**src/rtl/pidc_pkg.sv**
```systemverilog
// ---------------------------------------------------------------------------
// pidc_pkg
// shared constants and types for the conditional-integral pid core
// ---------------------------------------------------------------------------
`default_nettype none

package pidc_pkg;

  localparam int HISTORY_DEPTH_DEF = 16;
  localparam int VALUE_WIDTH_DEF   = 32;
  localparam int FRAC_BITS         = 16;
  localparam int CFG_IDX_W         = 3;

  typedef enum logic [CFG_IDX_W-1:0] {
    REG_TARGET_VALUE = 3'd0,
    REG_GAIN_PROP    = 3'd1,
    REG_GAIN_INTEG   = 3'd2,
    REG_GAIN_DERIV   = 3'd3,
    REG_DRIVE_MIN    = 3'd4,
    REG_DRIVE_MAX    = 3'd5,
    REG_INTEG_WINDOW = 3'd6,
    REG_PLANT_BIAS   = 3'd7
  } cfg_reg_t;

  typedef struct packed {
    logic integ_ok;
    logic ring_full;
  } ctl_t;

endpackage

`default_nettype wire

```
**src/rtl/pidc_acc.sv**
```systemverilog
// ---------------------------------------------------------------------------
// pidc_acc
// integral and derivative state, output sum, clamps and result register
// ---------------------------------------------------------------------------
`default_nettype none

module pidc_acc
  import pidc_pkg::*;
#(
  parameter int VALUE_WIDTH = VALUE_WIDTH_DEF
) (
  input  wire logic                          clk,
  input  wire logic                          rst_n,
  input  wire logic                          s4_valid,
  output logic                               s4_ready_dn,
  input  wire logic signed [VALUE_WIDTH-1:0] s4_p,
  input  wire logic signed [VALUE_WIDTH-1:0] s4_iinc,
  input  wire logic signed [VALUE_WIDTH-1:0] s4_d,
  input  wire ctl_t                          s4_ctl,
  input  wire logic signed [VALUE_WIDTH-1:0] drive_min,
  input  wire logic [VALUE_WIDTH-2:0]        drive_max,
  input  wire logic signed [VALUE_WIDTH-1:0] plant_bias,
  output logic                               out_valid,
  input  wire logic                          out_stall,
  output logic signed [VALUE_WIDTH-1:0]      out_drive,
  output logic signed [VALUE_WIDTH-1:0]      out_p,
  output logic signed [VALUE_WIDTH-1:0]      out_i,
  output logic signed [VALUE_WIDTH-1:0]      out_d
);

  localparam int W = VALUE_WIDTH;
  localparam logic signed [W-1:0] VMAX = {1'b0, {(W-1){1'b1}}};
  localparam logic signed [W-1:0] VMIN = {1'b1, {(W-1){1'b0}}};

  function automatic logic signed [W-1:0] add_sat(input logic signed [W-1:0] a,
                                                  input logic signed [W-1:0] b);
    logic signed [W:0] s;
    s = {a[W-1], a} + {b[W-1], b};
    if (s[W] != s[W-1]) begin
      return s[W] ? VMIN : VMAX;
    end
    return s[W-1:0];
  endfunction

  logic signed [W-1:0] integ_r, integ_nxt;
  logic signed [W-1:0] deriv_r, deriv_nxt;
  logic                below_min_r, below_min_nxt;
  logic                out_valid_r;
  logic signed [W-1:0] drive_r, drive_nxt;
  logic signed [W-1:0] p_r, i_r, d_r;

  logic signed [W-1:0] dmax_s, dmax_neg, acc_sum, y_sum;
  logic                out_ready, take;

  assign out_ready   = !out_valid_r || !out_stall;
  assign s4_ready_dn = out_ready;
  assign take        = s4_valid && out_ready;

  always_comb begin
    dmax_s   = signed'({1'b0, drive_max});
    dmax_neg = -dmax_s;
    acc_sum  = add_sat(integ_r, s4_iinc);
    integ_nxt = integ_r;
    if (s4_ctl.integ_ok && !below_min_r) begin
      if (acc_sum > dmax_s) begin
        integ_nxt = dmax_s;
      end else if (acc_sum < dmax_neg) begin
        integ_nxt = dmax_neg;
      end else begin
        integ_nxt = acc_sum;
      end
    end
    deriv_nxt = s4_ctl.ring_full ? s4_d : deriv_r;
    y_sum = add_sat(add_sat(add_sat(s4_p, integ_nxt), deriv_nxt), plant_bias);
    below_min_nxt = (y_sum < drive_min);
    if (y_sum > dmax_s) begin
      drive_nxt = dmax_s;
    end else if (y_sum < drive_min) begin
      drive_nxt = drive_min;
    end else begin
      drive_nxt = y_sum;
    end
  end

  always_ff @(posedge clk) begin
    if (!rst_n) begin
      integ_r     <= '0;
      deriv_r     <= '0;
      below_min_r <= 1'b0;
      out_valid_r <= 1'b0;
    end else begin
      if (out_ready) begin
        out_valid_r <= s4_valid;
      end
      if (take) begin
        integ_r     <= integ_nxt;
        deriv_r     <= deriv_nxt;
        below_min_r <= below_min_nxt;
      end
    end
  end

  always_ff @(posedge clk) begin
    if (take) begin
      drive_r <= drive_nxt;
      p_r     <= s4_p;
      i_r     <= integ_nxt;
      d_r     <= deriv_nxt;
    end
  end

  assign out_valid = out_valid_r;
  assign out_drive = drive_r;
  assign out_p     = p_r;
  assign out_i     = i_r;
  assign out_d     = d_r;

endmodule

`default_nettype wire

```
**config.mk**
```make
export PLATFORM = sky130hd
export DESIGN_NAME = pidc_acc
export DESIGN_NICKNAME = d
export VERILOG_FILES = /design/src/rtl/pidc_pkg.sv /design/src/rtl/pidc_acc.sv
export SDC_FILE = /design/constraint.sdc
export NUM_CORES = 1
export LEC_CHECK = 0
export ABC_AREA = 1
export BUFFER_PORTS_ARGS = -buffer_cell sky130_fd_sc_hd__clkbuf_2
export CAP_MARGIN = 0
export CORE_MARGIN = 2
export CORE_UTILIZATION = 45
export CTS_BUF_LIST = sky130_fd_sc_hd__clkbuf_8
export CTS_CLUSTER_DIAMETER = 200
export DETAILED_ROUTE_END_ITERATION = 8
export PLACE_DENSITY = 0.73
export SYNTH_ARGS = -nofsm -noshare
export SYNTH_HDL_FRONTEND = slang
export SYNTH_SLANG_ARGS = --single-unit
```
**constraint.sdc**
```tcl
create_clock -name clk -period 16.2 [get_ports clk]
set_input_delay 1.62 -clock clk [delete_from_list [all_inputs] [get_ports clk]]
set_output_delay 1.62 -clock clk [all_outputs]
set_load 0.1 [all_outputs]
```
-- Word level (Yosys, flattened, before mapping)
Cells that the tools add are included.
- bits in registers: 194
- logic and storage cells: 50
- $lt $le $gt $ge: 4
- $add $sub $neg: 5
- reduce and logical (&&, ||, !) cells: 6
- equality and inequality tests: 4
- muxes and demuxes: 22
- operators by type and width (cell ; count):
    $mux W32 ; 17
    $add A32 B32 Y33 ; 4
    $gt A32 B32 Y1 ; 2
    $lt A32 B32 Y1 ; 2
    $neg A31 Y32 ; 1
    $mux W31 ; 1
    $mux W1 ; 4
    $ne A1 B1 Y1 ; 4
    $logic_not A1 Y1 ; 3
    $logic_and A1 B1 Y1 ; 2
    $logic_or A1 B1 Y1 ; 1

-- Longest topological paths before layout
- depth in word-level cells: 23
- gate-level depth with buffers: 122

-- Least setup slack after synthesis
OpenSTA, ideal clock, no wires.
- path kind: input port to flip-flop
- start: in s4_iinc[2]
- end: reg drive_r[10], in the netlist out_drive[10], data pin
- cell stages on the path: 103
- arrival: 16.357 ns
- required time: 15.947 ns
- setup slack: -0.411 ns
- path buffers: 7
- cells stage by stage: ha_1 > nand3_1 > nand2_1 > a21oi_1 > o21ai_1 > nand3_1 > nand3_1 > a21oi_1 > o41ai_1 > xor2_1 > inv_1 > ha_1 > inv_1 > clkbuf_1 > o21ai_0 > nand2_1 > inv_1 > ha_1 > [... 67 more ...] > buf_1 > nand3_1 > nand2_1 > inv_1 > ha_1 > a21oi_1 > o21ai_0 > nand3_1 > nand2_1 > nand2_1 > a21oi_1 > a2111oi_0 > nand3_4 > nand2_4 > buf_6 > nand2_1 > nand3_1 > nand2_1
- word-level cells in the longest chain between the ends: 23
- RTL lines (element ; RTL line ; source):
    start: declaration ; pidc_acc.sv:17 ; input wire logic signed [VALUE_WIDTH-1:0] s4_iinc,
    $add A32 B32 Y33 * ; pidc_acc.sv:38 ; s = {a[W-1], a} + {b[W-1], b};
    $mux W32 or $ne A1 B1 Y1 (tied branches) ; pidc_acc.sv:40, pidc_acc.sv:39 ;
    $mux W32 or $mux W1 (tied branches) ; pidc_acc.sv:39 ; if (s[W] != s[W-1]) begin
    $mux W32 * ; pidc_acc.sv:42 ; return s[W-1:0];
    $lt A32 B32 Y1 ; pidc_acc.sv:67 ; end else if (acc_sum < dmax_neg) begin
    $mux W32 ; pidc_acc.sv:67 ;
    $mux W32 * ; pidc_acc.sv:65 ; if (acc_sum > dmax_s) begin
    $mux W32 * ; pidc_acc.sv:64 ; if (s4_ctl.integ_ok && !below_min_r) begin
    net integ_nxt[2] ; pidc_acc.sv:45 ; logic signed [W-1:0] integ_r, integ_nxt;
    [... 8 more ...] ; -- ;
    $add A32 B32 Y33 * ; pidc_acc.sv:38 ;
    $mux W32 or $ne A1 B1 Y1 (tied branches) ; pidc_acc.sv:40, pidc_acc.sv:39 ;
    $mux W32 or $mux W1 (tied branches) ; pidc_acc.sv:39 ;
    $mux W32 * ; pidc_acc.sv:42 ;
    $lt A32 B32 Y1 ; pidc_acc.sv:78 ; end else if (y_sum < drive_min) begin
    $mux W32 ; pidc_acc.sv:78 ;
    $mux W31 * ; pidc_acc.sv:76 ; if (y_sum > dmax_s) begin
    net drive_nxt[10] ; pidc_acc.sv:49 ; logic signed [W-1:0] drive_r, drive_nxt;
    end signal: assignment ; pidc_acc.sv:105 ; drive_r <= drive_nxt;
    end: declaration ; pidc_acc.sv:49 ;
The timed path passes the listed nets; every way through them passes the cells marked *. The select of a mux whose other input is x is not followed.
A chain may end at the register's enable or synchronous reset.

-- Worst setup path in the final report
- start: in s4_iinc[12]
- end: reg drive_r[26], in the netlist out_drive[26], data pin
Same word-level chain as after synthesis.

==> flow_metrics.tcl <==
set metrics [dict create \
    status "completed" \
    clock_skew_ns 0.0190 \
    hold_viol_final 0 \
    synthesis.area_sq_um 20300 \
    antenna_found_initial 6 \
    grt_max_degree 99 \
    htree_levels 4 \
    fp.dieW_um 216 \
    cts_tree "done" \
    reg2reg_from "integ_r[0]" \
    drive_gt1_share_pct 33.3 \
    synthArstFlopShare_pct 0 \
    reg2reg_to "out_drive[26]" \
    worstSetupStartpoint "s4_iinc[12]" \
    cts.path.max_buffers 2 \
    grt_usage_pct 30.5 \
    stdcell_area_sq_um 28900 \
    initial_core_util_pct 45.8 \
    multi_input_area_sq_um 14300 \
    wire_per_inst_um 17.1 \
    cp.arrival_ns 16.09 \
    synth_edf_count 128 \
    syn_avg_cell_area_sq_um 6.81 \
    wl_um 76100 \
    gr-total-overflow 0 \
    ant_nets 0 \
    crit_path_max_incr_delay_ns 0.42 \
    rows 77 \
    core_area_sq_um 44300 \
    syn_to_final_growth_pct 42.5 \
    yosysSeqAreaShare_pct 25.5 \
    cp_common_cell "nand2_1" \
    cp_max_fo 21 \
    drt-pass1-iter-count 5 \
    synth.distinct_cells 60 \
    fin_crit_ns 15.74 \
    synth_ff_type "edfxtp_1" \
    drc 0 \
    crit_path_start_kind "input port" \
    finalNetCount 4306 \
    utilization_pct 65.2 \
    finalSetupViolCount 0 \
    vias 23600 \
    slew_headroom_pct 25.0 \
    ioPinCount 327 \
    dieHeight_um 216 \
    ctsHoldBuffers 0 \
    r2r_cells 107 \
    placed_cell_area_sq_um 26500 \
    critPathKind "input port to register" \
    critical_path_required_ns 16.54 \
    clock_latency_ns 0.59 \
    max-cap-violations 0 \
    fin_crit_sh_pct 97.2 \
    regToRegSetupSlack_ns 1.07 \
    ys_seq_elements 194 \
    crit_path_end_kind "register" \
    ys_warn_count 0 \
    root_buffer "clkbuf_8" \
    seqCellArea_sq_um 5160 \
    synth_cells 2978 \
    endpoint "out_drive[26]" \
    max_freq_ghz 0.0635 \
    drtIter0Drc 2132 \
    io_buffers 326 \
    hpwl_um 60800 \
    syn_nets 3440 \
    grt_pass1_wl_um 112000 \
    gp_congestion 1.01 \
    via_per_inst 5.29 \
    cts_buffers 17 \
    critPathSlowestCell "a2111oi_4" \
    fillCellCount 3892 \
    cts.clk_slew.worst_paths_ns 0.12 \
    grt_pass1_vias 21300 \
    dieArea_sq_um 46800 \
    slew_violations 0 \
    hold_path.class "register to register" \
    worst_pin_slew_ns 1.11 \
    cts_sinks 194 \
]
==> synth_stat cells (30+ instances only) <==
| master | instances | area [sq um] |
|---|---|---|
| edfxtp_1 | 128 | 3840 |
| dfxtp_1 | 66 | 1320 |
| o21ai_0 | 266 | 1330 |
| nor2_1 | 236 | 886 |
| nor3_1 | 32 | 160 |
| xor2_1 | 69 | 604 |
| nand2_1 | 627 | 2350 |
| ha_1 | 261 | 3270 |
| o21bai_1 | 36 | 270 |
| nand3_1 | 186 | 931 |
| inv_1 | 472 | 1770 |
| nand4_1 | 30 | 188 |
| clkbuf_1 | 54 | 203 |
| a21oi_1 | 263 | 1320 |
==> timing repair <==
| item | 4_1_cts | 5_1_grt |
|---|---|---|
| setup endpoints to repair | 33 | 33 |
| resized for setup | 10 | 305 |
| setup buffers | 0 | 42 |
| pin swaps | 0 | 122 |
| gates cloned | 0 | 7 |
==> cell usage in the layout, fill, tap and decap left out, types with 8 or more instances in the layout <==
cell type    n
nor2_1     229
a21oi_1    214
buf_6       10
inv_2       28
a31oi_1     10
o21bai_1    32
xor2_1      67
o211ai_1    20
a21oi_2     48
o21ai_2     21
nand4_1     30
inv_1      449
nor2_2      17
clkbuf_8    17
nand2_2     58
o21a_1       8
dfxtp_1     66
ha_1       214
o21ai_0    242
nand3_2     16
nand2_1    581
nand3_1    172
a21o_1      10
edfxtp_1   128
or2_2       28
o21ai_1     26
nor4_1       9
ha_4        46
buf_4      573
nor3_1      26
clkbuf_2   325
==> per-layer routing <==
| metal | global-route usage [%] | vias up | part of all wire [%] |
|---|---|---|---|
| met1 | 41.0 | 10800 | 43 |
| met5 | 0 | - | 0.070 |
| met3 | 5.22 | 136 | 7.4 |
| met2 | 49.3 | 958 | 46 |
| met4 | 11.0 | 8 | 3.3 |
| li1 | - | 11700 | - |
==> cells by family (layout without fill, tap and decap cells) <==
kind of cell	Yosys count	count (layout)	synth area share, %
AND/OR/NAND/NOR	1198	1198	25.4
AO/OA/AOI/OAI	685	685	18.8
buffers and inverters	563	1442	10.7
adder cells (fa/ha/maj)	265	265	16.5
flip-flops	194	194	25.5
XOR/XNOR	73	73	3.15
other	0	3	0
==> per-stage QoR <==
stage	hold WS [ns]	std cells	TNS, ns	setup slack (ns)
after floorplan	0.424	2978	0	0.00278
after global placement	0.435	4368	-15.55	-0.482
after detailed placement	0.439	4368	-27.91	-0.886
after CTS	0.457	4400	0	0.0106
after global routing	0.480	4450	-14.37	-0.458
final	0.454	4452	0	0.456
==> worst max-delay path, delay by kind of cell <==
| kind | cells | cell delay [ns] |
|---|---|---|
| AO/OA/AOI/OAI | 26 | 4.09 |
| XOR/XNOR | 4 | 0.91 |
| adder cells (fa/ha/maj) | 11 | 3.09 |
| buffers and inverters | 23 | 2.29 |
| AND/OR/NAND/NOR | 42 | 4.03 |
==> final cells by class <==
class	instances	area share (%)
tap	592	2.56
sequential	194	17.9
clock buffer	17	0.809
multi-input combinational	2221	49.5
antenna	3	0.0260
timing repair buffer	927	22.2
inverter	483	6.34
clock inverter	15	0.723
==> sequential cells by signal, summed over array words and instances (netlist names) <==
signal and cells:
out_drive 32, out_i 32, out_valid 1, below_min_r 1, integ_r 32, out_p 32, deriv_r 32, out_d 32
==> how the worst min path moves through the flow <==
stage	start	end	cells past startpoint
2_1_floorplan	deriv_r[0]	deriv_r[0]	2
3_3_place_gp	deriv_r[25]	deriv_r[25]	2
3_5_place_dp	deriv_r[24]	deriv_r[24]	2
4_1_cts	deriv_r[24]	deriv_r[24]	2
5_1_grt	deriv_r[24]	deriv_r[24]	2
6_report	deriv_r[26]	deriv_r[26]	2
Power is not shown: default switching activity piles up to over one toggle a cycle in this logic, so the estimate is an artifact.
