--- config.mk ---
export PLATFORM = sky130hd
export DESIGN_NAME = pidc_front
export DESIGN_NICKNAME = d
export VERILOG_FILES = /design/src/rtl/pidc_pkg.sv /design/src/rtl/pidc_front.sv
export SDC_FILE = /design/constraint.sdc
export NUM_CORES = 1
export LEC_CHECK = 0
export BUFFER_PORTS_ARGS = -buffer_cell sky130_fd_sc_hd__buf_4
export CAP_MARGIN = 20
export CELL_PAD_IN_SITES_DETAIL_PLACEMENT = 1
export CELL_PAD_IN_SITES_GLOBAL_PLACEMENT = 1
export CORE_MARGIN = 1
export CORE_UTILIZATION = 39
export CTS_BUF_LIST = sky130_fd_sc_hd__clkbuf_8
export DETAILED_ROUTE_END_ITERATION = 10
export PLACE_DENSITY = 0.65
export SLEW_MARGIN = 20
export SYNTH_ARGS = -nofsm -noshare
export SYNTH_HDL_FRONTEND = slang
export SYNTH_SLANG_ARGS = --single-unit
export TNS_END_PERCENT = 20
--- constraint.sdc ---
create_clock -name clk -period 10.2 [get_ports clk]
set_input_delay 0.51 -clock clk [delete_from_list [all_inputs] [get_ports clk]]
set_output_delay 0.51 -clock clk [all_outputs]
set_load 0.01 [all_outputs]
--- src/rtl/pidc_pkg.sv ---
// ---------------------------------------------------------------------------
// pidc_pkg
// shared constants and types for the conditional-integral pid core
// ---------------------------------------------------------------------------
`default_nettype none

package pidc_pkg;

  localparam int HISTORY_DEPTH_DEF = 16;
  localparam int VALUE_WIDTH_DEF   = 32;
  localparam int FRAC_BITS         = 16;
  localparam int CFG_IDX_W         = 3;

  typedef enum logic [CFG_IDX_W-1:0] {
    REG_TARGET_VALUE = 3'd0,
    REG_GAIN_PROP    = 3'd1,
    REG_GAIN_INTEG   = 3'd2,
    REG_GAIN_DERIV   = 3'd3,
    REG_DRIVE_MIN    = 3'd4,
    REG_DRIVE_MAX    = 3'd5,
    REG_INTEG_WINDOW = 3'd6,
    REG_PLANT_BIAS   = 3'd7
  } cfg_reg_t;

  typedef struct packed {
    logic integ_ok;
    logic ring_full;
  } ctl_t;

endpackage

`default_nettype wire

--- src/rtl/pidc_front.sv ---
// ---------------------------------------------------------------------------
// pidc_front
// input register, sample history ring and error / difference stage
// ---------------------------------------------------------------------------
`default_nettype none

module pidc_front
  import pidc_pkg::*;
#(
  parameter int HISTORY_DEPTH = HISTORY_DEPTH_DEF,
  parameter int VALUE_WIDTH   = VALUE_WIDTH_DEF
) (
  input  wire logic                          clk,
  input  wire logic                          rst_n,
  input  wire logic                          in_valid,
  output logic                               in_ready,
  input  wire logic signed [VALUE_WIDTH-1:0] in_sample,
  input  wire logic                          in_enable,
  input  wire logic signed [VALUE_WIDTH-1:0] in_offset,
  input  wire logic                          in_strobe,
  input  wire logic signed [VALUE_WIDTH-1:0] target_value,
  input  wire logic [VALUE_WIDTH-2:0]        integ_window,
  output logic                               s2_valid,
  input  wire logic                          s2_ready_dn,
  output logic signed [VALUE_WIDTH-1:0]      s2_err,
  output logic signed [VALUE_WIDTH-1:0]      s2_perr,
  output logic signed [VALUE_WIDTH-1:0]      s2_diff,
  output ctl_t                               s2_ctl
);

  localparam int W      = VALUE_WIDTH;
  localparam int PTR_W  = (HISTORY_DEPTH > 1) ? $clog2(HISTORY_DEPTH) : 1;
  localparam int FILL_W = $clog2(HISTORY_DEPTH + 1);
  localparam logic [PTR_W-1:0]  PTR_LAST  = PTR_W'(HISTORY_DEPTH - 1);
  localparam logic [FILL_W-1:0] FILL_FULL = FILL_W'(HISTORY_DEPTH);
  localparam logic signed [W-1:0] VMAX = {1'b0, {(W-1){1'b1}}};
  localparam logic signed [W-1:0] VMIN = {1'b1, {(W-1){1'b0}}};

  function automatic logic signed [W-1:0] add_sat(input logic signed [W-1:0] a,
                                                  input logic signed [W-1:0] b);
    logic signed [W:0] s;
    s = {a[W-1], a} + {b[W-1], b};
    if (s[W] != s[W-1]) begin
      return s[W] ? VMIN : VMAX;
    end
    return s[W-1:0];
  endfunction

  function automatic logic signed [W-1:0] sub_sat(input logic signed [W-1:0] a,
                                                  input logic signed [W-1:0] b);
    logic signed [W:0] s;
    s = {a[W-1], a} - {b[W-1], b};
    if (s[W] != s[W-1]) begin
      return s[W] ? VMIN : VMAX;
    end
    return s[W-1:0];
  endfunction

  logic signed [W-1:0] ring_mem [HISTORY_DEPTH];
  logic [PTR_W-1:0]    wptr_r, wptr_nxt;
  logic [FILL_W-1:0]   fill_r, fill_nxt;

  logic                s1_valid_r;
  logic signed [W-1:0] s1_sample_r;
  logic signed [W-1:0] s1_offset_r;
  logic                s1_enable_r;
  logic                s1_full_r;
  logic signed [W-1:0] s1_oldest_r;

  logic                s2_valid_r;
  logic signed [W-1:0] s2_err_r, s2_err_nxt;
  logic signed [W-1:0] s2_perr_r, s2_perr_nxt;
  logic signed [W-1:0] s2_diff_r, s2_diff_nxt;
  ctl_t                s2_ctl_r, s2_ctl_nxt;
  logic [W-1:0]        err_abs;

  logic s2_ready, s1_ready, accept, s1_move;

  assign s2_ready = !s2_valid_r || s2_ready_dn;
  assign s1_ready = !s1_valid_r || s2_ready;
  assign accept   = in_valid && s1_ready;
  assign s1_move  = s1_valid_r && s2_ready;
  assign in_ready = s1_ready;

  // history ring pointers
  always_comb begin
    wptr_nxt = wptr_r;
    fill_nxt = fill_r;
    if (accept && in_strobe) begin
      wptr_nxt = (wptr_r == PTR_LAST) ? '0 : wptr_r + 1'b1;
      if (fill_r != FILL_FULL) begin
        fill_nxt = fill_r + 1'b1;
      end
    end
  end

  always_ff @(posedge clk) begin
    if (!rst_n) begin
      wptr_r     <= '0;
      fill_r     <= '0;
      s1_valid_r <= 1'b0;
      s2_valid_r <= 1'b0;
    end else begin
      wptr_r <= wptr_nxt;
      fill_r <= fill_nxt;
      if (s1_ready) begin
        s1_valid_r <= in_valid;
      end
      if (s2_ready) begin
        s2_valid_r <= s1_valid_r;
      end
    end
  end

  // ring read of the oldest entry happens before the push at the same edge
  always_ff @(posedge clk) begin
    if (accept) begin
      s1_oldest_r <= ring_mem[wptr_r];
      if (in_strobe) begin
        ring_mem[wptr_r] <= in_sample;
      end
    end
  end

  always_ff @(posedge clk) begin
    if (accept) begin
      s1_sample_r <= in_sample;
      s1_offset_r <= in_offset;
      s1_enable_r <= in_enable;
      s1_full_r   <= (fill_r == FILL_FULL);
    end
  end

  always_comb begin
    s2_err_nxt  = sub_sat(target_value, s1_sample_r);
    s2_perr_nxt = add_sat(s2_err_nxt, s1_offset_r);
    s2_diff_nxt = sub_sat(s1_oldest_r, s1_sample_r);
    err_abs     = s2_err_nxt[W-1] ? (~s2_err_nxt + 1'b1) : s2_err_nxt;
    s2_ctl_nxt.integ_ok  = s1_enable_r && (err_abs < {1'b0, integ_window});
    s2_ctl_nxt.ring_full = s1_full_r;
  end

  always_ff @(posedge clk) begin
    if (s1_move) begin
      s2_err_r  <= s2_err_nxt;
      s2_perr_r <= s2_perr_nxt;
      s2_diff_r <= s2_diff_nxt;
      s2_ctl_r  <= s2_ctl_nxt;
    end
  end

  assign s2_valid = s2_valid_r;
  assign s2_err   = s2_err_r;
  assign s2_perr  = s2_perr_r;
  assign s2_diff  = s2_diff_r;
  assign s2_ctl   = s2_ctl_r;

endmodule

`default_nettype wire

* Yosys cells after proc, flatten, opt, wreduce, memory -nomap -nowiden *
Memories as Yosys holds them, arrays and structs flattened. A register that Yosys moved wholly into a read port is not among the register bits.
Index checks and enable logic that the tools add are counted.

storage, ports and cells
  register bits = 175
  RAM bits = 512
  input bits = 133
  output and inout port bits = 100
  logic and storage cells = 54
  memories kept = 1

memories
  name      depth  width  read ports  clocked after Yosys merged registers in  wr ports  line              source
  ring_mem  16     32     1           1                                        1         pidc_front.sv:59  logic signed [W-1:0] ring_mem [HISTORY_DEPTH];

operators by class
  $add $sub $neg = 6
  magnitude comparators = 1
  eq/ne operators = 6
  muxes and demuxes = 17
  bitwise operators = 1
  reductions and logical operators = 9

operator list
  cell                     count
  $mux W32                 10
  $sub A32 B32 Y33         2
  $add A32 B32 Y33         1
  $add A32 B1 Y32 const B  1
  $lt A32 B31 Y1           1
  $not A32 Y32             1
  $mux W1                  6
  $add A5 B1 Y5 const B    1
  $eq A5 B5 Y1 const B     1
  $ne A5 B5 Y1 const B     1
  $add A4 B1 Y4 const B    1
  $eq A4 B4 Y1 const B     1
  $logic_and A1 B1 Y1      4
  $mux W4                  1
  $ne A1 B1 Y1             3
  $logic_not A1 Y1         2
  $logic_or A1 B1 Y1       2
  $reduce_and A2 Y1        1

* Logic depth before layout (Yosys ltp) *
Gate-level depths: netlist of the first run.

  depth after elaboration = 9
  mapped depth = 43
  depth with buffers taken out = 42

* Worst setup path after synthesis of the first run *
No wires, ideal clock.

  path kind = input-to-reg
  from = input target_value[1]
  to = register s2_ctl_r (netlist bit s2_ctl[1]), data pin
  library setup time = 0.146 ns
  arrival time = 7.431 ns
  data required time = 10.054 ns
  slack = 2.623 ns
  stages on the path = 39
  buffers on the path = 2
  cells stage by stage = ha_1 > nor2b_1 > o31a_1 > o221a_2 > o211a_1 > o21a_1 > o211ai_1 > a21oi_1 > o211ai_1 > a21boi_0 > nor2_1 > xor2_1 > ha_1 > clkbuf_1 > nor3_1 > nor3_1 > clkbuf_1 > nor2_1 > [3 not listed] > nor3_1 > o21ai_0 > nor3_2 > o21ai_0 > nor4b_2 > nand3_1 > o31ai_1 > xnor2_1 > ha_1 > a21o_1 > a21oi_1 > nor2b_1 > a2111oi_0 > o21ai_0 > o221a_2 > o21ai_0 > o2111ai_1 > a21oi_1

RTL lines
  element                 line               source
  start: declaration      pidc_front.sv:21   input wire logic signed [VALUE_WIDTH-1:0] target_value,
  end signal: assignment  pidc_front.sv:148  s2_ctl_r <= s2_ctl_nxt;
  end: declaration        pidc_front.sv:74   ctl_t s2_ctl_r, s2_ctl_nxt;

* Final worst setup path of the first run *
  from = register s1_sample_r[1]
  to = register s2_perr_r[5] (netlist: s2_perr[5]), data pin

between the ends
  word-level cells in the longest chain between the ends = 8
  elaborated cells on any way between the ends = 12
  those cells by class = 2 x add/sub; 2 x eq/ne; 8 x mux

ends and longest elaborated chain
  element                                          line                                source
  start: declaration                               pidc_front.sv:64                    logic signed [W-1:0] s1_sample_r;
  start signal: assignment                         pidc_front.sv:127                   s1_sample_r <= in_sample;
  $sub A32 B32 Y33 *                               pidc_front.sv:52                    s = {a[W-1], a} - {b[W-1], b};
  $mux W32 / $ne A1 B1 Y1 (equally long branches)  pidc_front.sv:54, pidc_front.sv:53
  $mux W32 / $mux W1 (equally long branches)       pidc_front.sv:53                    if (s[W] != s[W-1]) begin
  $mux W32 *                                       pidc_front.sv:56                    return s[W-1:0];
  via s2_err_nxt[2]                                pidc_front.sv:71                    logic signed [W-1:0] s2_err_r, s2_err_nxt;
  $add A32 B32 Y33 *                               pidc_front.sv:42                    s = {a[W-1], a} + {b[W-1], b};
  $mux W32 / $ne A1 B1 Y1 (equally long branches)  pidc_front.sv:44, pidc_front.sv:43
  $mux W32 / $mux W1 (equally long branches)       pidc_front.sv:43                    if (s[W] != s[W-1]) begin
  $mux W32 *                                       pidc_front.sv:46                    return s[W-1:0];
  via s2_perr_nxt[5]                               pidc_front.sv:72                    logic signed [W-1:0] s2_perr_r, s2_perr_nxt;
  end signal: assignment                           pidc_front.sv:146                   s2_perr_r <= s2_perr_nxt;
  end: declaration                                 pidc_front.sv:72

The timed path passes the listed nets; every way through them passes the cells marked *. The select of a mux whose other input is x is not followed.
A chain may end at the register's enable or synchronous reset.

==> flow_summary_export.csv, run 1 <==
group,metric,value,unit
run_status,run_status,"complete, no violations",
cts,cts_htree_levels,3,
critical_path,timing.rr.start,"s1_sample_r[1]",
logic_synthesis,number_of_enable_flip_flop_cells_after_synthesis,708,
cts,clockRootBuffer,"clkbuf_8",
global_routing,track_usage,21.6,%
cts,sinks_on_the_clock_net,719,
layout,seq_area,21500,um2
sta,finalHoldViolations,0,
pwr,power.ir.vdd_worst,0.109,mV
critical_path,critical_path.startpoint,"s1_sample_r[1]",
route,drtPass1Iterations,5,
logic_synthesis,ys.flop_type,"edfxtp_1",
sta,timing.final.setup_violations,0,
global_routing,aggregate_global_routing_overflow,0,
sta,final.min_clock_period,9.05,ns
logic_synthesis,postSynth.asyncResetShare,0,%
floorplanning,die_height,295,um
cts,max-clock-path-buffers,3,
sta,worst_slack_setup_final,1.15,ns
critical_path,maximum_single_stage_delay_on_the_critical_path,0.71,ns
route,post_dr_wirelength_cell,25.3,um
layout,area_delta_synth_final,17.8,%
job,drv.max_cap_violation_count,0,
layout,most_frequent_standard_cell_in_the_layout_excluding_fill_and_tap_cells,"edfxtp_1",
sta,finalSetupTns,0,ns
floorplanning,floorplan.initialDensity,39.4,%
route,via_count,20200,
floorplanning,top_level_ports,233,
floorplanning,horizontal_die_dimension,295,um
layout,multi_input_comb_area,11400,um2
hold_path,min-delay-path-class,"input port to flop",
pwr,sw_frac_of_total,32.1,%
cts,tritoncts.num_buffers,120,
pwr,power-per-cell-area,210,nW/um2
placement,io_buffers,232,
logic_synthesis,postSynthNetCount,2382,
logic_synthesis,warnings_from_yosys,0,
floorplanning,dieArea,87100,um2
global_routing,grt_antenna_before_repair,10,
cts,path_clk_slew,0.06,ns
route,drc_errors_left,0,
cts,insertion_delay,0.76,ns
route,first_iter_violations,1301,
layout,layout.filler_cells,8449,
pwr,switching_power,2.66,mW
pwr,total_leakage_power,14.1,nW
placement,place.gp.congestion,0.866,
sta,fin_worst_skew,0.0440,ns
global_routing,vias_in_the_first_global_route,21800,
logic_synthesis,syn_area,33500,um2
layout,net_count_reported_at_finish,2745,
pwr,seq_power_share,42.5,%
hold_path,hp-start,"in_sample[29]",
critical_path,worst_setup_path_start_kind,"flop",
route,detail-route-antenna-nets,0,
floorplanning,fp-row-count,107,
pwr,clkPwrFrac,28.8,%
layout,drive_above_1_share,25.9,%
global_routing,grt_first_pass_wirelength,138000,um
sta,worst_slew_pin_slew,1.07,ns
pwr,power.combinational.fraction,28.6,%
sta,post-route-period-util,88.8,%
logic_synthesis,synthDistinctLibCells,96,
floorplanning,core_region_area,85100,um2
route,routed_wirelength,94100,um
logic_synthesis,synthesis.area_per_instance,15.8,um2
sta,unrepaired_setup_endpoints_after_global_routing,"false",
cts,tritoncts,"done",
sta,fmax,110,MHz
critical_path,setup.worst_path.end_class,"flop",
critical_path,critPathRequiredTime,10.65,ns
pwr,totalPowerFinal,8.29,mW
sta,timing.slew.headroom,28.4,%
critical_path,critical_path.slowest_cell,"a2111oi_2",
cts,postCtsSetupBuffers,0,
global_routing,grt_max_degree,69,
critical_path,worst-endpoint-arrival,9.51,ns
layout,layout.cells.most_common_list,"edfxtp_1, buf_4, mux4_2, inv_1, ha_1",
route,routed_via_density,5.42,
pwr,internal_power,5.63,mW
logic_synthesis,syn_inst,2119,
sta,drv_slew,0,
logic_synthesis,synth_sequential_area_ratio,64.1,%
critical_path,worstPathMaxFanout,25,
placement,dpl.hpwl,64700,um
critical_path,critPathKind,"flop to flop",
logic_synthesis,yosys_register_bits,719,
placement,post-place-ws,1.05,ns
registers in the layout, summed over array words and instances, names as in the netlist:
| signal | cells |
|---|---|
| s2_diff | 32 |
| s2_perr | 32 |
| ring_mem | 512 |
| s2_err | 32 |
| s2_ctl | 2 |
| s1_full_r | 1 |
| s2_valid | 1 |
| s1_offset_r | 32 |
| s1_enable_r | 1 |
| fill_r | 5 |
| s1_valid_r | 1 |
| s1_sample_r | 32 |
| wptr_r | 4 |
| s1_oldest_r | 32 |
worst max-delay path: cells and delay by family, from the launching register on:
| kind | cells | cell delay, ns |
|---|---|---|
| AOI/OAI and AO/OA | 17 | 4.12 |
| xor gates and xnor gates | 2 | 0.35 |
| adders and majority gates | 3 | 1.10 |
| buffers and inverters | 3 | 0.37 |
| DFF | 1 | 0.42 |
| and+or+nand+nor | 7 | 2.39 |
stage by stage:
stage                     instances  util, %  area (um2)  hold WS [ns]
final                          3722     46.4       39500        0.0751
after detailed placement       3459     43.2       36800         0.408
after floorplan                2119        -       33500         0.400
after global routing           3722     46.4       39500        0.0507
after global placement         3459     43.2       36800         0.409
after CTS                      3719     46.3       39500       0.00130
power groups by stage:
| stage | logic, mW | registers (mW) | clock network [mW] |
|---|---|---|---|
| floorplan | 1.55 | 3.60 | 0 |
| global placement | 2.32 | 3.58 | 0 |
| detailed placement | 2.37 | 3.58 | 0 |
| CTS | 2.40 | 3.52 | 2.47 |
| global route | 2.60 | 3.53 | 2.57 |
| finish | 2.37 | 3.52 | 2.39 |
cell usage after synthesis (all sizes together) (16+ instances only):
master | number | area share, %
clkbuf | 51 | 0.57
buf | 28 | 0.40
nand2b | 16 | 0.30
a21o | 55 | 1.2
nor2 | 96 | 1.1
a21oi | 105 | 1.6
edfxtp | 708 | 63
inv | 111 | 1.2
nand2 | 95 | 1.1
nor2b | 23 | 0.43
o21bai | 17 | 0.41
xor2 | 37 | 1.0
xnor2 | 74 | 2.0
o21a | 23 | 0.52
o21ai | 77 | 1.3
a31oi | 21 | 0.39
nand3 | 23 | 0.34
nor3 | 34 | 0.63
ha | 127 | 4.7
maj3 | 39 | 1.2
mux4 | 160 | 11
nand4 | 19 | 0.35
path summary, 6_finish.rpt:
check	end	slack (ns)	cells past startpoint
hold / removal	ring_mem[13][29]	0.08	1
setup / recovery	s2_perr[5]	1.15	32
hold reg to reg	s2_ctl[0]	0.42	0
setup reg to reg	s2_perr[5]	1.15	32
timing repair:
| item | in CTS | in global routing |
|---|---|---|
| resized for setup | 0 | 0 |
| hold endpoints to repair | 115 | 0 |
| hold buffers | 44 | 0 |
routing by layer:
layer	GRT usage (%)	routed length, um	share of wire [%]
met1	26.3	37800	40
met5	0	97	0.10
met2	38.7	48700	52
met3	3.87	5090	5.4
met4	7.20	2430	2.6
kinds of logic (layout without fill, tap and decap cells):
logic type,count (synthesis),after routing,share of synthesized area [%]
xor+xnor,111,111,2.97
buf+inv,191,648,2.23
flops,719,719,64.1
mux,168,168,11.0
simple gates,364,364,5.47
compound gates,397,397,8.15
fa+ha+maj,169,169,6.10
other cells,0,2,0
area by class of cell:
class	count	area share, %
Multi-Input combinational cell	1209	28.8
Timing Repair Buffer	320	6.38
Inverter	112	1.07
Antenna cell	2	0.0127
Tap cell	1144	3.63
Clock buffer	125	4.36
Clock inverter	91	1.29
Sequential cell	719	54.4
(Power assumes the default switching activity.)
==> run 2, diff against run 1 <==
--- a/config.mk
+++ b/config.mk
@@ -5,7 +5,7 @@
 export SDC_FILE = /design/constraint.sdc
 export NUM_CORES = 1
 export LEC_CHECK = 0
-export BUFFER_PORTS_ARGS = -buffer_cell sky130_fd_sc_hd__buf_4
+export BUFFER_PORTS_ARGS = -buffer_cell sky130_fd_sc_hd__buf_2
 export CAP_MARGIN = 20
 export CELL_PAD_IN_SITES_DETAIL_PLACEMENT = 1
 export CELL_PAD_IN_SITES_GLOBAL_PLACEMENT = 1
==> run 2 against run 1 <==
Power fell by 1.4%. Design area fell by 2.1%. Core utilization fell by 0.97 points. Sequential share of layout area rose by 1.2 points. Combinational power fell by 2%. Wire length fell by 0.83%. Clock power fell by 3%. Via count rose by 0.22%. Critical path depth rose by 8. Die area did not move. Flip-flop and latch count did not move. Fmax fell by 1.6%. Critical path type unchanged. Critical endpoint is now s2_ctl[1]. Largest power group unchanged.
==> flow_summary_export.csv, run 2 (synthesis gave the netlist of run 1 again) <==
group,metric,value,unit
critical_path,critical_path.slowest_cell,"ha_1",
pwr,switching_power,2.67,mW
global_routing,grt_max_degree,69,
floorplanning,die_height,295,um
pwr,clkPwrFrac,28.5,%
cts,insertion_delay,0.74,ns
layout,net_count_reported_at_finish,2722,
layout,largest_register_ffs,512,
cts,clockRootBuffer,"clkbuf_8",
pwr,seq_power_share,43.0,%
cts,sinks_on_the_clock_net,719,
placement,io_buffers,232,
run_status,run_status,"complete, no violations",
sta,fmax,109,MHz
cts,cts.repair.resized,0,
cts,tritoncts,"done",
global_routing,track_usage,21.4,%
cts,tritoncts.num_buffers,116,
sta,timing.slew.headroom,31.5,%
route,detail-route-antenna-nets,0,
placement,place.gp.congestion,0.878,
critical_path,critPathRequiredTime,10.80,ns
route,routed_wirelength,93300,um
critical_path,critPathKind,"flop to flop",
critical_path,r2r-end,"s2_ctl[1]",
layout,most_frequent_standard_cell_in_the_layout_excluding_fill_and_tap_cells,"edfxtp_1",
floorplanning,core_region_area,85100,um2
floorplanning,top_level_ports,233,
layout,drive_above_1_share,25.6,%
critical_path,r2r_cells,40,
floorplanning,horizontal_die_dimension,295,um
floorplanning,floorplan.initialDensity,39.4,%
route,drc_errors_left,0,
cts,cts_htree_levels,3,
global_routing,vias_in_the_first_global_route,21800,
route,via_count,20200,
critical_path,worst_setup_path_start_kind,"flop",
layout,layout.filler_cells,8516,
critical_path,timing.rr.start,"s1_sample_r[1]",
critical_path,maximum_single_stage_delay_on_the_critical_path,0.65,ns
critical_path,ff2ff_setup_slack,1.0,ns
sta,final.min_clock_period,9.20,ns
sta,finalHoldViolations,0,
critical_path,worstSetupEndpoint,"s2_ctl[1]",
floorplanning,dieArea,87100,um2
route,routed_via_density,5.45,
cts,postCtsSetupBuffers,0,
pwr,internal_power,5.49,mW
sta,drv_slew,0,
hold_path,min-delay-path-class,"input port to flop",
cts,max-clock-path-buffers,3,
layout,seq_area,21500,um2
pwr,total_leakage_power,13.7,nW
layout,area_delta_synth_final,15.3,%
global_routing,grt_first_pass_wirelength,138000,um
sta,unrepaired_setup_endpoints_after_global_routing,"false",
sta,fin_worst_skew,0.0318,ns
critical_path,worst-endpoint-arrival,9.80,ns
pwr,power.ir.vdd_worst,0.110,mV
floorplanning,fp-row-count,107,
layout,multi_input_comb_area,11400,um2
pwr,sw_frac_of_total,32.7,%
sta,worst_slew_pin_slew,1.03,ns
global_routing,aggregate_global_routing_overflow,0,
sta,worst_slack_setup_final,0.997,ns
critical_path,setup.worst_path.end_class,"flop",
pwr,power.combinational.fraction,28.5,%
cts,cts_hold_repair.buffers,33,
global_routing,grt_antenna_before_repair,8,
route,first_iter_violations,1259,
placement,dpl.hpwl,63500,um
critical_path,crit_path_frequent_cell,"o21ai_0",
cts,path_clk_slew,0.07,ns
placement,post-place-ws,0.834,ns
pwr,power-per-cell-area,211,nW/um2
sta,finalSetupTns,0,ns
route,drtPass1Iterations,5,
critical_path,worstPathMaxFanout,14,
route,post_dr_wirelength_cell,25.2,um
layout,largest_register,"ring_mem",
critical_path,critical_path.startpoint,"s1_sample_r[1]",
sta,timing.final.setup_violations,0,
job,drv.max_cap_violation_count,0,
sta,post-route-period-util,90.2,%
layout,layout.cells.most_common_list,"edfxtp_1, buf_2, mux4_2, inv_1, ha_1",
==> run 2: cell types whose count changed in the layout (fill, tap and decap cells not counted), moves of 3 or more <==
cell and change:
buf_2 +232, buf_4 -239, clkbuf_8 -7, clkinv_1 +14, clkinvlp_4 +3, diode_2 +3
dlygate4sd3_1 -11, inv_1 -9, inv_8 -3
==> run 2: power by group through the flow <==
stage | Clock (mW) | Sequential, mW | Combinational (mW)
after floorplan | 0 | 3.60 | 1.55
after global placement | 0 | 3.57 | 2.27
after detailed placement | 0 | 3.58 | 2.32
after CTS | 2.40 | 3.52 | 2.34
after global routing | 2.51 | 3.52 | 2.56
final | 2.33 | 3.51 | 2.33
==> run 2: area by class of cell <==
type,count,area share [%]
Antenna cell,5,0.0324
Inverter,112,1.09
Multi-Input combinational cell,1209,29.4
Clock buffer,118,4.20
Tap cell,1144,3.70
Timing Repair Buffer,301,4.56
Clock inverter,99,1.36
Sequential cell,719,55.6
==> run 2: routing by layer <==
metal  share of wire, %  GRT usage (%)  routed length, um  up-vias
met5              0.086              0                 80        -
met4                2.9           7.81               2740       12
met3                5.5           3.57               5100      156
met2                 51           37.9              47800      582
met1                 40           26.2              37700    10400
li1                   -              -                  -     9068
==> run 2: through the flow <==
step	std cells	power, mW	util (%)	hold WS [ns]	area [um2]
finish	3707	8.17	45.4	0.0796	38600
detailed placement	3452	5.89	42.5	0.406	36200
global route	3704	8.59	45.4	0.0714	38600
global placement	3452	5.84	42.5	0.400	36100
CTS	3702	8.26	45.4	0.0118	38600
floorplan	2119	5.15	-	0.400	33500
==> run 2: worst min-delay path by stage <==
stage,from,endpoint,slack [ns],depth (start not counted)
floorplan,s1_full_r,s2_ctl[0],0.40,0
global placement,s1_full_r,s2_ctl[0],0.40,0
detailed placement,s1_full_r,s2_ctl[0],0.41,0
CTS,in_valid,s1_valid_r,0.01,3
global route,in_valid,s1_valid_r,0.07,3
finish,in_valid,s1_valid_r,0.08,3
==> run 2: critical path, delay by kind of cell, from the launching register on <==
kind / cells / cell delay (ns)
buffers and inverters: 4 / 0.63
XOR/XNOR: 2 / 0.30
AND/OR/NAND/NOR: 11 / 2.29
adder cells (fa/ha/maj): 4 / 1.39
flip-flops: 1 / 0.41
AO/OA/AOI/OAI: 19 / 3.96
==> run 3, diff against run 2 <==
--- a/config.mk
+++ b/config.mk
@@ -5,6 +5,7 @@
 export SDC_FILE = /design/constraint.sdc
 export NUM_CORES = 1
 export LEC_CHECK = 0
+export ABC_AREA = 1
 export BUFFER_PORTS_ARGS = -buffer_cell sky130_fd_sc_hd__buf_2
 export CAP_MARGIN = 20
 export CELL_PAD_IN_SITES_DETAIL_PLACEMENT = 1
@@ -13,7 +14,7 @@
 export CORE_UTILIZATION = 39
 export CTS_BUF_LIST = sky130_fd_sc_hd__clkbuf_8
 export DETAILED_ROUTE_END_ITERATION = 10
-export PLACE_DENSITY = 0.65
+export PLACE_DENSITY = 0.68
 export SLEW_MARGIN = 20
 export SYNTH_ARGS = -nofsm -noshare
 export SYNTH_HDL_FRONTEND = slang
==> run 3 against run 2 <==
Register-to-register slack improved by 2.2 ns. Combinational power rose by 3%. First-iteration DRC count grew 37%. Non-clock buffer count unchanged. Global-route usage up 3.0 points. Core utilization about the same. Worst hold slack worse by 0.0053 ns. Flip-flop and latch count is the same. Highest routed layer unchanged.
==> flow_summary_export.csv, run 3 <==
group,metric,value,unit
run_status,run_status,"complete, no violations",
global_routing,vias_in_the_first_global_route,26900,
cts,cts_htree_levels,3,
floorplanning,dieArea,90100,um2
placement,io_buffers,232,
layout,most_frequent_standard_cell_in_the_layout_excluding_fill_and_tap_cells,"edfxtp_1",
pwr,internal_power,5.40,mW
route,detail-route-antenna-nets,0,
cts,insertion_delay,0.77,ns
critical_path,critPathKind,"flop to flop",
sta,post-route-period-util,68.8,%
logic_synthesis,most_used_standard_cell_by_instance_count_after_synthesis,"edfxtp_1",
cts,clockRootBuffer,"clkbuf_8",
route,drtPass1Iterations,5,
layout,largest_register,"ring_mem",
sta,final.min_clock_period,7.02,ns
route,post_dr_wirelength_cell,23.0,um
logic_synthesis,ys_top_cells_by_count,"edfxtp_1, nand2_1, nor2_1",
pwr,switching_power,2.85,mW
sta,hold_ws,0.0743,ns
pwr,sw_frac_of_total,34.5,%
floorplanning,die_height,300,um
logic_synthesis,synth_largest_type_area_fraction,61.3,%
logic_synthesis,postSynthNetCount,3506,
global_routing,grt_antenna_before_repair,14,
sta,timing.slew.headroom,31.0,%
layout,final_core_utilization,45.4,%
sta,timing.final.setup_violations,0,
sta,fmax,142,MHz
route,routed_via_density,5.35,
cts,tritoncts.num_buffers,114,
route,via_count,25600,
logic_synthesis,synth_top_cells_by_area,"edfxtp_1, nand2_1, o21ai_0",
hold_path,min-delay-path-class,"input port to flop",
critical_path,worstPathMaxFanout,48,
logic_synthesis,synthesis.area_per_instance,10.7,um2
job,drv.max_cap_violation_count,0,
pwr,power.ir.vdd_worst,0.109,mV
critical_path,worst-endpoint-arrival,7.63,ns
floorplanning,core_region_area,87400,um2
route,drc_errors_left,0,
logic_synthesis,yosys_register_bits,719,
layout,largest_register_ffs,512,
logic_synthesis,synthDistinctLibCells,59,
floorplanning,top_level_ports,233,
sta,drv_slew,0,
layout,area_delta_synth_final,14.4,%
cts,max-clock-path-buffers,3,
critical_path,crit_path_frequent_cell,"inv_1",
logic_synthesis,syn_area,34700,um2
sta,worst_slew_pin_slew,1.04,ns
global_routing,aggregate_global_routing_overflow,0,
pwr,total_leakage_power,15.5,nW
floorplanning,floorplan.initialDensity,39.7,%
critical_path,critPathRequiredTime,10.81,ns
global_routing,grt_max_degree,99,
logic_synthesis,warnings_from_yosys,0,
logic_synthesis,postSynth.asyncResetShare,0,%
cts,path_clk_slew,0.07,ns
sta,fin_worst_skew,0.0564,ns
cts,tritoncts,"done",
sta,unrepaired_setup_endpoints_after_global_routing,"false",
route,routed_wirelength,110000,um
critical_path,worst_setup_path_start_kind,"flop",
logic_synthesis,syn_inst,3243,
layout,drive_above_1_share,14.4,%
layout,layout.cells.most_common_list,"edfxtp_1, nand2_1, nor2_1, o21ai_0, inv_1",
logic_synthesis,synth_top_cell_by_area,"edfxtp_1",
sta,worst_slack_setup_final,3.18,ns
logic_synthesis,synth_sequential_area_ratio,61.9,%
global_routing,grt_first_pass_wirelength,163000,um
critical_path,critical_path.slowest_cell,"nand3_4",
pwr,power-per-cell-area,208,nW/um2
logic_synthesis,ys.flop_type,"edfxtp_1",
placement,post-place-ws,2.94,ns
pwr,power.combinational.fraction,29.0,%
global_routing,track_usage,24.3,%
floorplanning,fp-row-count,108,
cts,cts.repair.resized,0,
floorplanning,horizontal_die_dimension,300,um
sta,finalSetupTns,0,ns
placement,place.gp.congestion,0.900,
route,first_iter_violations,1722,
pwr,seq_power_share,42.5,%
critical_path,maximum_single_stage_delay_on_the_critical_path,0.60,ns
critical_path,setup.worst_path.end_class,"flop",
layout,net_count_reported_at_finish,3806,
sta,finalHoldViolations,0,
logic_synthesis,number_of_enable_flip_flop_cells_after_synthesis,708,
placement,dpl.hpwl,74400,um
cts,sinks_on_the_clock_net,719,
pwr,clkPwrFrac,28.5,%
## run 3: changes by cell type in the layout (fill, tap and decap cells not counted), sizes merged, moves of 44 or more
| cell | before | now |
|---|---|---|
| o22ai | 3 | 128 |
| a21o | 55 | 6 |
| nand3 | 23 | 113 |
| inv | 147 | 342 |
| xnor2 | 74 | 30 |
| nand2 | 95 | 571 |
| nor2 | 96 | 417 |
| o21ai | 77 | 358 |
| mux4 | 160 | 0 |
## run 3: worst max-delay path: cells and delay by family (launching register included)
kind | cells | cell delay, ns
AO/OA/AOI/OAI | 7 | 1.64
XOR/XNOR | 2 | 0.39
adder cells (fa/ha/maj) | 3 | 0.89
buffers and inverters | 7 | 1.14
flip-flops | 1 | 0.37
AND/OR/NAND/NOR | 11 | 2.40
## run 3: kinds of logic (layout without fill, tap and decap cells)
family / Yosys count / count (layout) / share of synthesized area [%]
fa+ha+maj: 130 / 130 / 4.76
simple gates: 1209 / 1209 / 15.4
buf+inv: 415 / 809 / 4.72
compound gates: 683 / 683 / 11.0
other cells: 0 / 5 / 0
xor+xnor: 87 / 87 / 2.20
flops: 719 / 719 / 61.9
## run 3: layout make-up
type / instances / area [um2]
fill: 9635 / 47800
clock buffer: 118 / 1620
timing repair buffer: 301 / 1760
sequential: 719 / 21500
clock inverter: 92 / 510
antenna: 5 / 12.5
tap: 1155 / 1450
inverter: 298 / 1130
multi-input combinational: 2109 / 11700
## run 3: metal layers
layer | global-route usage [%] | share of wire (%)
met5 | 0 | 0.052
met2 | 44.2 | 52
met3 | 3.92 | 4.7
met1 | 28.4 | 40
met4 | 10.0 | 3.7
## run 3: final timing paths
check,slack (ns),from,to,cells past startpoint
worst max-delay path,3.18,s1_sample_r[18],s2_ctl[1],30
worst min-delay path,0.07,s2_ready_dn,s2_valid,4
worst min register to register,0.45,s1_full_r,s2_ctl[0],0
worst max register to register,3.18,s1_sample_r[18],s2_ctl[1],30
## run 3: timing repair
item	4_1_cts	5_1_grt
endpoints found under the hold margin	33	0
buffers inserted	0	0
hold buffers	33	0
setup endpoints to repair	0	0
## run 3: power groups by stage
stage	registers, mW	logic, mW	clock network (mW)
3_3_place_gp	3.57	2.35	0
5_1_grt	3.52	2.67	2.51
2_1_floorplan	3.60	1.61	0
4_1_cts	3.51	2.41	2.40
3_5_place_dp	3.57	2.40	0
6_report	3.51	2.39	2.35
## run 3: stage by stage
stage          area, um2  power (mW)  instances
2_1_floorplan      34700        5.21       3243
3_3_place_gp       37200        5.92       4549
3_5_place_dp       37200        5.97       4549
4_1_cts            39700        8.32       4792
5_1_grt            39700        8.70       4796
6_report           39700        8.25       4797
